===== src/design/ipba_pkg.sv =====
`timescale 1ns / 1ps
`default_nettype none

package ipba_pkg;

  // Field widths of the ports
  localparam int ACTION_W = 2;
  localparam int ID_W     = 8;
  localparam int POOL_W   = 9;

  localparam logic [POOL_W-1:0] POOL_RESET = 9'd256;

  // Bitmap row geometry: one row holds WORD_W used bits
  localparam int WORD_W  = 32;
  localparam int WORD_SH = 5;

  // Action codes; code 3 has no meaning and yields an empty result
  typedef enum logic [ACTION_W-1:0] {
    ACT_GET     = 2'd0,
    ACT_CHECK   = 2'd1,
    ACT_RELEASE = 2'd2
  } ipba_action_t;

  // Controller states, one-hot
  typedef enum logic [1:0] {
    ST_IDLE = 2'b01,
    ST_EVAL = 2'b10
  } ipba_state_t;

  // Controller to datapath
  typedef struct packed {
    logic load;     // take the input beat and read its first row
    logic rd_next;  // read the next bitmap row
    logic commit;   // write back the row and load the output register
  } ipba_cmd_t;

  // Datapath to controller
  typedef struct packed {
    logic is_get;
    logic found;
    logic last_row;
    logic out_full;
  } ipba_sts_t;

endpackage

`default_nettype wire


===== src/design/ipba_ctrl.sv =====
`timescale 1ns / 1ps
`default_nettype none

module ipba_ctrl (
  input  wire logic               clk,
  input  wire logic               rst,
  input  wire logic               in_valid,
  output logic                    in_stall,
  output ipba_pkg::ipba_cmd_t     cmd,
  input  wire ipba_pkg::ipba_sts_t sts
);
  import ipba_pkg::*;

  ipba_state_t state;
  ipba_state_t state_next;

  // State register
  always_ff @(posedge clk) begin
    if (rst) begin
      state <= ST_IDLE;
    end else begin
      state <= state_next;
    end
  end

  // Next state and commands
  always_comb begin
    cmd        = '0;
    state_next = state;
    in_stall   = 1'b1;
    case (state)
      ST_IDLE: begin
        in_stall = 1'b0;
        if (in_valid) begin
          cmd.load   = 1'b1;
          state_next = ST_EVAL;
        end
      end
      ST_EVAL: begin
        // a get walks the rows until a free bit or the pool end
        if (sts.is_get && !sts.found && !sts.last_row) begin
          cmd.rd_next = 1'b1;
        end else if (!sts.out_full) begin
          cmd.commit = 1'b1;
          state_next = ST_IDLE;
        end
      end
      default: begin
        state_next = ST_IDLE;
      end
    endcase
  end

endmodule

`default_nettype wire


===== src/design/ipba_dp.sv =====
`timescale 1ns / 1ps
`default_nettype none

module ipba_dp #(
  parameter int MAX_IDS = 256
) (
  input  wire logic                          clk,
  input  wire logic                          rst,
  input  wire logic                          cfg_we,
  input  wire logic [ipba_pkg::POOL_W-1:0]   cfg_data,
  input  wire logic [ipba_pkg::ACTION_W-1:0] action,
  input  wire logic [ipba_pkg::ID_W-1:0]     id_in,
  input  wire ipba_pkg::ipba_cmd_t           cmd,
  output ipba_pkg::ipba_sts_t                sts,
  input  wire logic                          out_stall,
  output logic                               out_valid,
  output logic [ipba_pkg::ID_W-1:0]          id_out,
  output logic                               id_valid,
  output logic                               available
);
  import ipba_pkg::*;

  localparam int ROWS = (MAX_IDS + WORD_W - 1) / WORD_W;
  localparam int AW   = (ROWS > 1) ? $clog2(ROWS) : 1;
  localparam int CW   = ($clog2(MAX_IDS + 1) > POOL_W) ? $clog2(MAX_IDS + 1) : POOL_W;
  localparam int XW   = CW + 1;
  localparam logic [XW-1:0] MAX_X  = XW'(MAX_IDS);
  localparam logic [XW-1:0] WORD_X = XW'(WORD_W);

  // Bitmap rows; a row never written reads as all free
  logic [WORD_W-1:0] mem [ROWS];
  logic [ROWS-1:0]   row_vld;

  logic [POOL_W-1:0]   pool_size;
  logic [ACTION_W-1:0] act_r;
  logic [ID_W-1:0]     id_r;
  logic [AW-1:0]       row;
  logic [WORD_W-1:0]   rd_word;
  logic                rd_vld;

  logic [AW-1:0]     rd_addr;
  logic [WORD_W-1:0] word;
  logic [XW-1:0]     pool_x;
  logic [XW-1:0]     limit_x;
  logic [XW-1:0]     base_x;
  logic [XW-1:0]     rem_x;
  logic [XW-1:0]     get_id;
  logic [WORD_W-1:0] mask;
  logic [WORD_W-1:0] free;
  logic [WORD_W-1:0] lsb;
  logic [WORD_SH-1:0] idx;
  logic [WORD_W-1:0] bit_sel;
  logic              found;
  logic              in_range;
  logic              wr_en;
  logic [WORD_W-1:0] wr_word;
  logic [ID_W-1:0]   id_out_next;
  logic              id_valid_next;
  logic              available_next;

  // Pool size register
  always_ff @(posedge clk) begin
    if (rst) begin
      pool_size <= POOL_RESET;
    end else if (cfg_we) begin
      pool_size <= cfg_data;
    end
  end

  // Row to read: on load, row 0 for get and the row of the identifier otherwise; else the next row
  always_comb begin
    if (cmd.load) begin
      if (action == ACT_GET) begin
        rd_addr = '0;
      end else begin
        rd_addr = AW'(XW'(id_in) >> WORD_SH);
      end
    end else begin
      rd_addr = row + AW'(1);
    end
  end

  // Item registers
  always_ff @(posedge clk) begin
    if (cmd.load) begin
      act_r <= action;
      id_r  <= id_in;
    end
    if (cmd.load || cmd.rd_next) begin
      row <= rd_addr;
    end
  end

  // Bitmap read port, registered
  always_ff @(posedge clk) begin
    if (cmd.load || cmd.rd_next) begin
      rd_word <= mem[rd_addr];
      rd_vld  <= row_vld[rd_addr];
    end
  end

  // Bitmap write port
  always_ff @(posedge clk) begin
    if (wr_en) begin
      mem[row] <= wr_word;
    end
  end

  // Row valid flags, cleared at reset
  always_ff @(posedge clk) begin
    if (rst) begin
      row_vld <= '0;
    end else if (wr_en) begin
      row_vld[row] <= 1'b1;
    end
  end

  // Pool limit and the in-pool mask of the current row
  always_comb begin
    word    = rd_vld ? rd_word : '0;
    pool_x  = XW'(pool_size);
    limit_x = (pool_x > MAX_X) ? MAX_X : pool_x;
    base_x  = XW'({row, {WORD_SH{1'b0}}});
    rem_x   = limit_x - base_x;
    if (limit_x <= base_x) begin
      mask = '0;
    end else if (rem_x >= WORD_X) begin
      mask = '1;
    end else begin
      mask = (WORD_W'(1) << rem_x[WORD_SH-1:0]) - WORD_W'(1);
    end
  end

  // Lowest free bit of the row
  always_comb begin
    free  = ~word & mask;
    lsb   = free & (~free + WORD_W'(1));
    found = |free;
    idx   = '0;
    for (int i = 0; i < WORD_W; i++) begin
      if (lsb[i]) begin
        idx = idx | WORD_SH'(i);
      end
    end
    get_id = base_x | XW'(idx);
  end

  // Identifier bit for check and release
  assign in_range = XW'(id_r) < limit_x;
  assign bit_sel  = WORD_W'(1) << id_r[WORD_SH-1:0];

  // Row write-back
  always_comb begin
    wr_en   = 1'b0;
    wr_word = word & ~bit_sel;
    case (act_r)
      ACT_GET: begin
        wr_en   = cmd.commit && found;
        wr_word = word | lsb;
      end
      ACT_RELEASE: begin
        wr_en = cmd.commit && in_range;
      end
      default: begin
        wr_en = 1'b0;
      end
    endcase
  end

  // Result fields
  always_comb begin
    id_out_next    = '0;
    id_valid_next  = 1'b0;
    available_next = 1'b0;
    case (act_r)
      ACT_GET: begin
        id_out_next   = found ? get_id[ID_W-1:0] : '0;
        id_valid_next = found;
      end
      ACT_CHECK: begin
        available_next = in_range && !(|(word & bit_sel));
      end
      default: begin
        id_out_next = '0;
      end
    endcase
  end

  // Output register
  always_ff @(posedge clk) begin
    if (rst) begin
      out_valid <= 1'b0;
    end else if (cmd.commit) begin
      out_valid <= 1'b1;
    end else if (!out_stall) begin
      out_valid <= 1'b0;
    end
  end

  always_ff @(posedge clk) begin
    if (cmd.commit) begin
      id_out    <= id_out_next;
      id_valid  <= id_valid_next;
      available <= available_next;
    end
  end

  // Status
  always_comb begin
    sts.is_get   = act_r == ACT_GET;
    sts.found    = found;
    sts.last_row = !(limit_x > base_x + WORD_X);
    sts.out_full = out_valid && out_stall;
  end

endmodule

`default_nettype wire


===== src/design/id_pool_bitmap_allocator.sv =====
// Sequence: check, release and unused codes read the row of the identifier when the input
//   beat is taken and load the output register on commit; a get scans r rows, r = 1..ceil(MAX_IDS/32).
// Throughput: one item at a time, the next input beat is taken only after the result is loaded;
//   a get scans one row of 32 used bits per cycle, set by the single read port of the row memory;
//   output stall holds the item in evaluation.
// Reset (rst, synchronous): pool_size 256, all identifiers free at once via per-row
//   valid flags, output empty; no clearing pass.
`timescale 1ns / 1ps
`default_nettype none

module id_pool_bitmap_allocator #(
  parameter int MAX_IDS = 256
) (
  input  wire logic                          clk,
  input  wire logic                          rst,
  input  wire logic                          cfg_valid,
  output logic                               cfg_ready,
  input  wire logic [ipba_pkg::POOL_W-1:0]   cfg_data,
  input  wire logic                          in_valid,
  output logic                               in_stall,
  input  wire logic [ipba_pkg::ACTION_W-1:0] action,
  input  wire logic [ipba_pkg::ID_W-1:0]     id_in,
  output logic                               out_valid,
  input  wire logic                          out_stall,
  output logic [ipba_pkg::ID_W-1:0]          id_out,
  output logic                               id_valid,
  output logic                               available
);
  import ipba_pkg::*;

  ipba_cmd_t cmd;
  ipba_sts_t sts;

  // Register writes always taken
  assign cfg_ready = 1'b1;

  ipba_ctrl u_ctrl (
    .clk      (clk),
    .rst      (rst),
    .in_valid (in_valid),
    .in_stall (in_stall),
    .cmd      (cmd),
    .sts      (sts)
  );

  ipba_dp #(
    .MAX_IDS (MAX_IDS)
  ) u_dp (
    .clk       (clk),
    .rst       (rst),
    .cfg_we    (cfg_valid && cfg_ready),
    .cfg_data  (cfg_data),
    .action    (action),
    .id_in     (id_in),
    .cmd       (cmd),
    .sts       (sts),
    .out_stall (out_stall),
    .out_valid (out_valid),
    .id_out    (id_out),
    .id_valid  (id_valid),
    .available (available)
  );

endmodule

`default_nettype wire


===== config.mk =====
export PLATFORM = sky130hd
export DESIGN_NAME = id_pool_bitmap_allocator
export DESIGN_NICKNAME = d
export VERILOG_FILES = /design/src/design/ipba_pkg.sv /design/src/design/ipba_ctrl.sv /design/src/design/ipba_dp.sv /design/src/design/id_pool_bitmap_allocator.sv
export SDC_FILE = /design/constraint.sdc
export NUM_CORES = 1
export LEC_CHECK = 0
export BUFFER_PORTS_ARGS = -buffer_cell sky130_fd_sc_hd__buf_2
export CORE_UTILIZATION = 55
export CTS_BUF_LIST = sky130_fd_sc_hd__clkbuf_8
export DETAILED_ROUTE_END_ITERATION = 12
export PLACE_DENSITY = 0.81
export SYNTH_ARGS = -nofsm -noshare
export SYNTH_HDL_FRONTEND = slang
export SYNTH_HIERARCHICAL = 1
export SYNTH_SLANG_ARGS = --single-unit

===== constraint.sdc =====
create_clock -name clk -period 21.8 [get_ports clk]
set_input_delay 1.09 -clock clk [delete_from_list [all_inputs] [get_ports clk]]
set_output_delay 1.09 -clock clk [all_outputs]
set_load 0.01 [all_outputs]

* Word level (Yosys, flattened, before mapping) *
Memory sizes are Yosys's and may differ from the RTL's. A register that Yosys moved wholly into a read port is not among the register bits.
Cells that the tools add are included.

operators by class
  $add $sub $neg = 5
  order comparisons = 8
  equality and inequality tests = 8
  shifts and indexed selects = 2
  muxes and demuxes = 76
  bitwise gates (word level) = 10
  reductions and logical operators = 18

operator list
  cell                   count
  $mux 32                5
  $and 32x32->32         4
  $not 32->32            3
  $mux 5                 16
  $reduce_or 32->1       2
  $shl 1x5->32 const A   2
  $add 32x1->32 const B  1
  $mux 4                 8
  $or 32x32->32          1
  $sub 32x2->32 const B  1
  $mux 9                 3
  $mux 1                 21
  $mux 3                 7
  $mux 2                 10
  $mux 8                 2
  $ge 10x6->1 const B    1
  $gt 10x10->1           1
  $le 10x8->1            1
  $lt 8x10->1            1
  $sub 10x8->10          1
  $add 8x6->9 const B    1
  $gt 9x9->1 const B     1
  $lt 3x4->1 const B     2
  $or 8x5->8             1
  other kinds (18)       31

word-level totals
  bits in registers = 44
  memory bits (writable) = 256
  input bits = 24
  output and inout bits = 13
  word-level logic and storage cells = 139
  memories = 1

memories
  memory    words  bits a word  rd ports  clocked after Yosys merged registers in  write ports  RTL line       source
  u_dp.mem  8      32           1         1                                        1            ipba_dp.sv:31  logic [WORD_W-1:0] mem [ROWS];

* Depth between registers and ports, before layout *
  word-level depth = 44
  gate-level depth with buffers = 23
  mapped depth without buffers = 17

* Modules after synthesis *
Netlist, hierarchy kept.

by module, submodules not included
  module                    instances  cells an instance  area an instance (µm²)  sequential area each (µm²)
  ipba_dp                   1          1,307              16,044.1                9,729.3
  ipba_ctrl                 1          13                 133.9                   40.0
  id_pool_bitmap_allocator  1          2                  11.3                    0.0

* Worst setup path before layout *
OpenSTA, ideal clock, no wires.

  path type = register to register
  from = register u_dp.pool_size[8]
  to = memory u_dp.mem[5][0] (enable)
  arrival time = 7,221 ps
  data required time = 21,339 ps
  slack = 14,118 ps
  stages on the path, launching flop included = 23
  cells stage by stage = dfxtp_1 > buf_4 > inv_1 > clkbuf_1 > nand2_1 > inv_1 > ha_1 > buf_6 > a211oi_1 > o21a_1 > or4_4 > buf_6 > a211oi_1 > a211oi_1 > and4bb_2 > and4bb_4 > nand2_2 > buf_4 > nor3b_2 > nor4b_1 > clkbuf_1 > nand3_1 > nor3_1

RTL lines
  element                 RTL line       source
  start, declared         ipba_dp.sv:34  logic [POOL_W-1:0] pool_size;
  start signal, assigned  ipba_dp.sv:66  pool_size <= cfg_data;
  end, declared           ipba_dp.sv:31

==> flow_summary.json <==
{
  "report.final.setup_viol": 0,
  "synth_compound_area_frac": 0.134,
  "fmax_mhz": 157,
  "rr_endpoint": "u_dp/mem[3][11]",
  "fin_ws_ns": 15.42,
  "p_leak_nw": 6.12,
  "crit_fanout": 32,
  "start_util": 0.561,
  "cp_data_arrival_time_ns": 6.59,
  "clockRootBuffer": "clkbuf_8",
  "grt_max_degree": 85,
  "ctsHoldBuffers": 0,
  "grt.busiest_layer": "met2",
  "final_layout_size_suffix_gt1_frac": 0.167,
  "synth_ff_type": "edfxtp_1",
  "synth_area_um2": 16200,
  "drt_iter0_markers": 1324,
  "grt_first_pass_wirelength_um": 62000,
  "async_flop_share": 0,
  "wl_per_cell_um": 22.9,
  "hold_violations": 0,
  "crit_path_end": "u_dp/mem[3][11]",
  "antenna_found_initial": 0,
  "post-place-ws_ns": 15.55,
  "die-area_um2": 30100,
  "grt_use_met2": 0.420,
  "synth_top_family_by_area": "compound AO/OA/AOI/OAI gates",
  "crit_path_end_kind": "flop",
  "globalRouteOverflowTotal": 0,
  "rsz0062_at_grt": "no",
  "placed_area_um2": 16600,
  "r2r_slack_ns": 15.42,
  "row_count": 62,
  "fin_area_um2": 17600,
  "path_clk_slew_ns": 0.06,
  "avgSynthCellArea_um2": 12.2,
  "worst_slew_pin_slew_ns": 1.17,
  "p_per_area_nw_per_um2": 84.5,
  "final_cells": 1753,
  "viasPerCell": 6.39,
  "synth_cells": 1322,
  "synthXorXnorAreaFrac": 0.00271,
  "reg2reg_from": "u_dp/pool_size[2]",
  "postRouteAntennaNets": 0,
  "placed_cells": 1667,
  "use_met3": 0.0581,
  "wl_um": 40100,
  "drc": 0,
  "ys_seq_elements": 332,
  "critical_path_required_ns": 22.01,
  "outcome": "finished, final reports clean",
  "first_pass_iters": 6,
  "clock_sinks": 332,
  "cts_buffer_depth": 3,
  "synthSimpleGateAreaFrac": 0.116,
  "cts_tree": "built",
  "place_congestion": 1.04,
  "start_kind": "flop",
  "syn-num-nets": 1363,
  "yosys_warnings": 6,
  "die_w_um": 174,
  "drv_slew": 0,
  "clock_latency_ns": 0.63,
  "nets": 1379,
  "yosysUniqueCellTypes": 91,
  "track_usage": 0.268,
  "synth_top_area_share": 0.579,
  "min_period_over_period": 0.293,
  "synthTopCellsByArea": "edfxtp_1 (58%), mux2i_1 (4.8%), mux2_2 (4.7%), nand2_1 (2.6%), dfxtp_1 (2.5%)",
  "vias": 11200,
  "ys_seq_area_frac": 0.603,
  "cts_max_level": 2,
  "ctsResizeCount": 0,
  "io_buffers": 35,
  "synth_edf_count": 312,
  "vdd_drop_max_mv": 0.0465,
  "coreArea_um2": 28900,
  "cts_buffers": 53,
  "cts_setup_buffers": 0,
  "dpl.hpwl_um": 25900,
  "r2r_cells": 16,
  "synth_commonest_cells": "edfxtp_1 (312), nand2_1 (110), nor2_1 (102)",
  "period_minus_slack_ns": 6.38,
  "finalSetupTns_ns": 0,
  "die_h_um": 174,
  "yosysTopAreaCell": "edfxtp_1",
  "max_slew_margin": 0.216,
  "crit_type": "flop to flop",
  "synthAdderAreaFrac": 0.0136,
  "grt_pass1_vias": 10900,
  "hold_class": "flop to flop",
  "area_delta_synth_final_pct": 8.99,
  "ios": 37,
  "max_cap_violations": 0,
  "fin_worst_skew_ns": 0.0460,
  "grt_util_met1": 0.363,
  "post-synth-top-count-cell": "edfxtp_1",
  "muxShareOfSynthArea": 0.0977,
  "crit_start": "u_dp/pool_size[2]"
}
==> how the worst min path moves through the flow <==
stage                               start         endpoint  slack (ns)  cells past startpoint
after floorplan           u_dp/row_vld[5]  u_dp/row_vld[5]        0.42                      2
after global placement    u_dp/row_vld[1]  u_dp/row_vld[1]        0.44                      2
after detailed placement  u_dp/row_vld[5]  u_dp/row_vld[5]        0.45                      2
after CTS                 u_dp/row_vld[1]  u_dp/row_vld[1]        0.46                      2
after global routing      u_dp/row_vld[1]  u_dp/row_vld[1]        0.47                      2
final                     u_dp/row_vld[4]  u_dp/row_vld[4]        0.46                      2
==> flip-flops by register name, indices dropped and copies added, names as in the netlist <==
signal and cells:
u_ctrl/state 2, u_dp/act_r 2, u_dp/available 1, u_dp/id_out 8
u_dp/id_r 8, u_dp/id_valid 1, u_dp/mem 256, u_dp/out_valid 1
u_dp/pool_size 9, u_dp/rd_vld 1, u_dp/rd_word 32, u_dp/row 3
u_dp/row_vld 8
==> logic make-up (layout without fill, tap and decap cells) <==
logic type,count (synthesis),count (layout)
flip-flops,332,332
AO/OA/AOI/OAI,325,325
other,1,2
XOR/XNOR,5,5
multiplexers,147,147
AND/OR/NAND/NOR,375,375
adder cells (fa/ha/maj),17,17
buffers and inverters,120,166
==> stage by stage <==
stage / hold slack [ns] / utilization / power, W
after floorplan: 0.420 / - / 0.000916
after global placement: 0.438 / 0.577 / 0.000975
after detailed placement: 0.446 / 0.577 / 0.000980
after CTS: 0.458 / 0.611 / 0.00150
after global routing: 0.472 / 0.611 / 0.00154
final: 0.461 / 0.611 / 0.00149
==> layout by cell type, fill, tap and decap left out, types with 5 or more instances in the layout <==
cell type,n
edfxtp_1,312
nand2_1,110
nor2_1,98
mux2i_1,77
a21oi_1,75
o21ai_0,70
mux2_2,68
clkbuf_8,53
o211ai_1,43
inv_1,37
buf_2,35
nor3_1,28
dfxtp_1,20
nand3_1,19
buf_4,17
ha_1,16
and2_1,15
clkinv_1,14
a22oi_1,14
nor4_1,12
a31oi_1,12
nor2b_1,11
and3_1,11
o31ai_1,10
o22ai_1,10
or2_2,9
a21o_1,9
a211oi_1,8
nand4_1,8
o21a_1,7
a221oi_1,7
nor3b_1,6
a32oi_1,6
nand2b_1,5
or3_1,5
o32ai_1,5
o2bb2ai_1,5
==> final cells by class <==
cell class                      instances  area (um^2)
Clock inverter                         32          263
Sequential cell                       332         9770
Antenna cell                            1         2.50
Fill cell                            2233        11200
Inverter                               29          109
Tap cell                              384          480
Multi-Input combinational cell        870         5990
Clock buffer                           53          729
Timing Repair Buffer                   52          303
==> metal layers <==
layer | part of all wire | routed length [um]
met1 | 0.42 | 16800
met2 | 0.45 | 18200
met3 | 0.087 | 3480
met4 | 0.038 | 1540
met5 | 0 | 0
==> power by group <==
| group | leakage, nW | switching (W) | internal [W] | total [W] |
|---|---|---|---|---|
| sequential | 3.05 | 0.0000183 | 0.000725 | 0.000743 |
| clock | 0.545 | 0.000245 | 0.000274 | 0.000519 |
| combinational | 2.52 | 0.000147 | 0.0000818 | 0.000229 |
| total | 6.12 | 0.000410 | 0.00108 | 0.00149 |
==> worst max-delay path: stages (launching register included) <==
cell	delay, ns
dfxtp_1	0.87
nor3_1	0.23
a21oi_1	0.34
ha_1	0.74
inv_1	0.22
a21o_1	0.22
a21oi_1	0.14
a211oi_1	0.10
a211oi_1	0.66
and4bb_2	0.35
and4bb_4	0.25
nand2_2	0.10
nor3b_2	0.07
nor4b_2	0.24
buf_4	0.28
nand3_1	0.19
nor2_4	0.93
(Power assumes the default switching activity.)
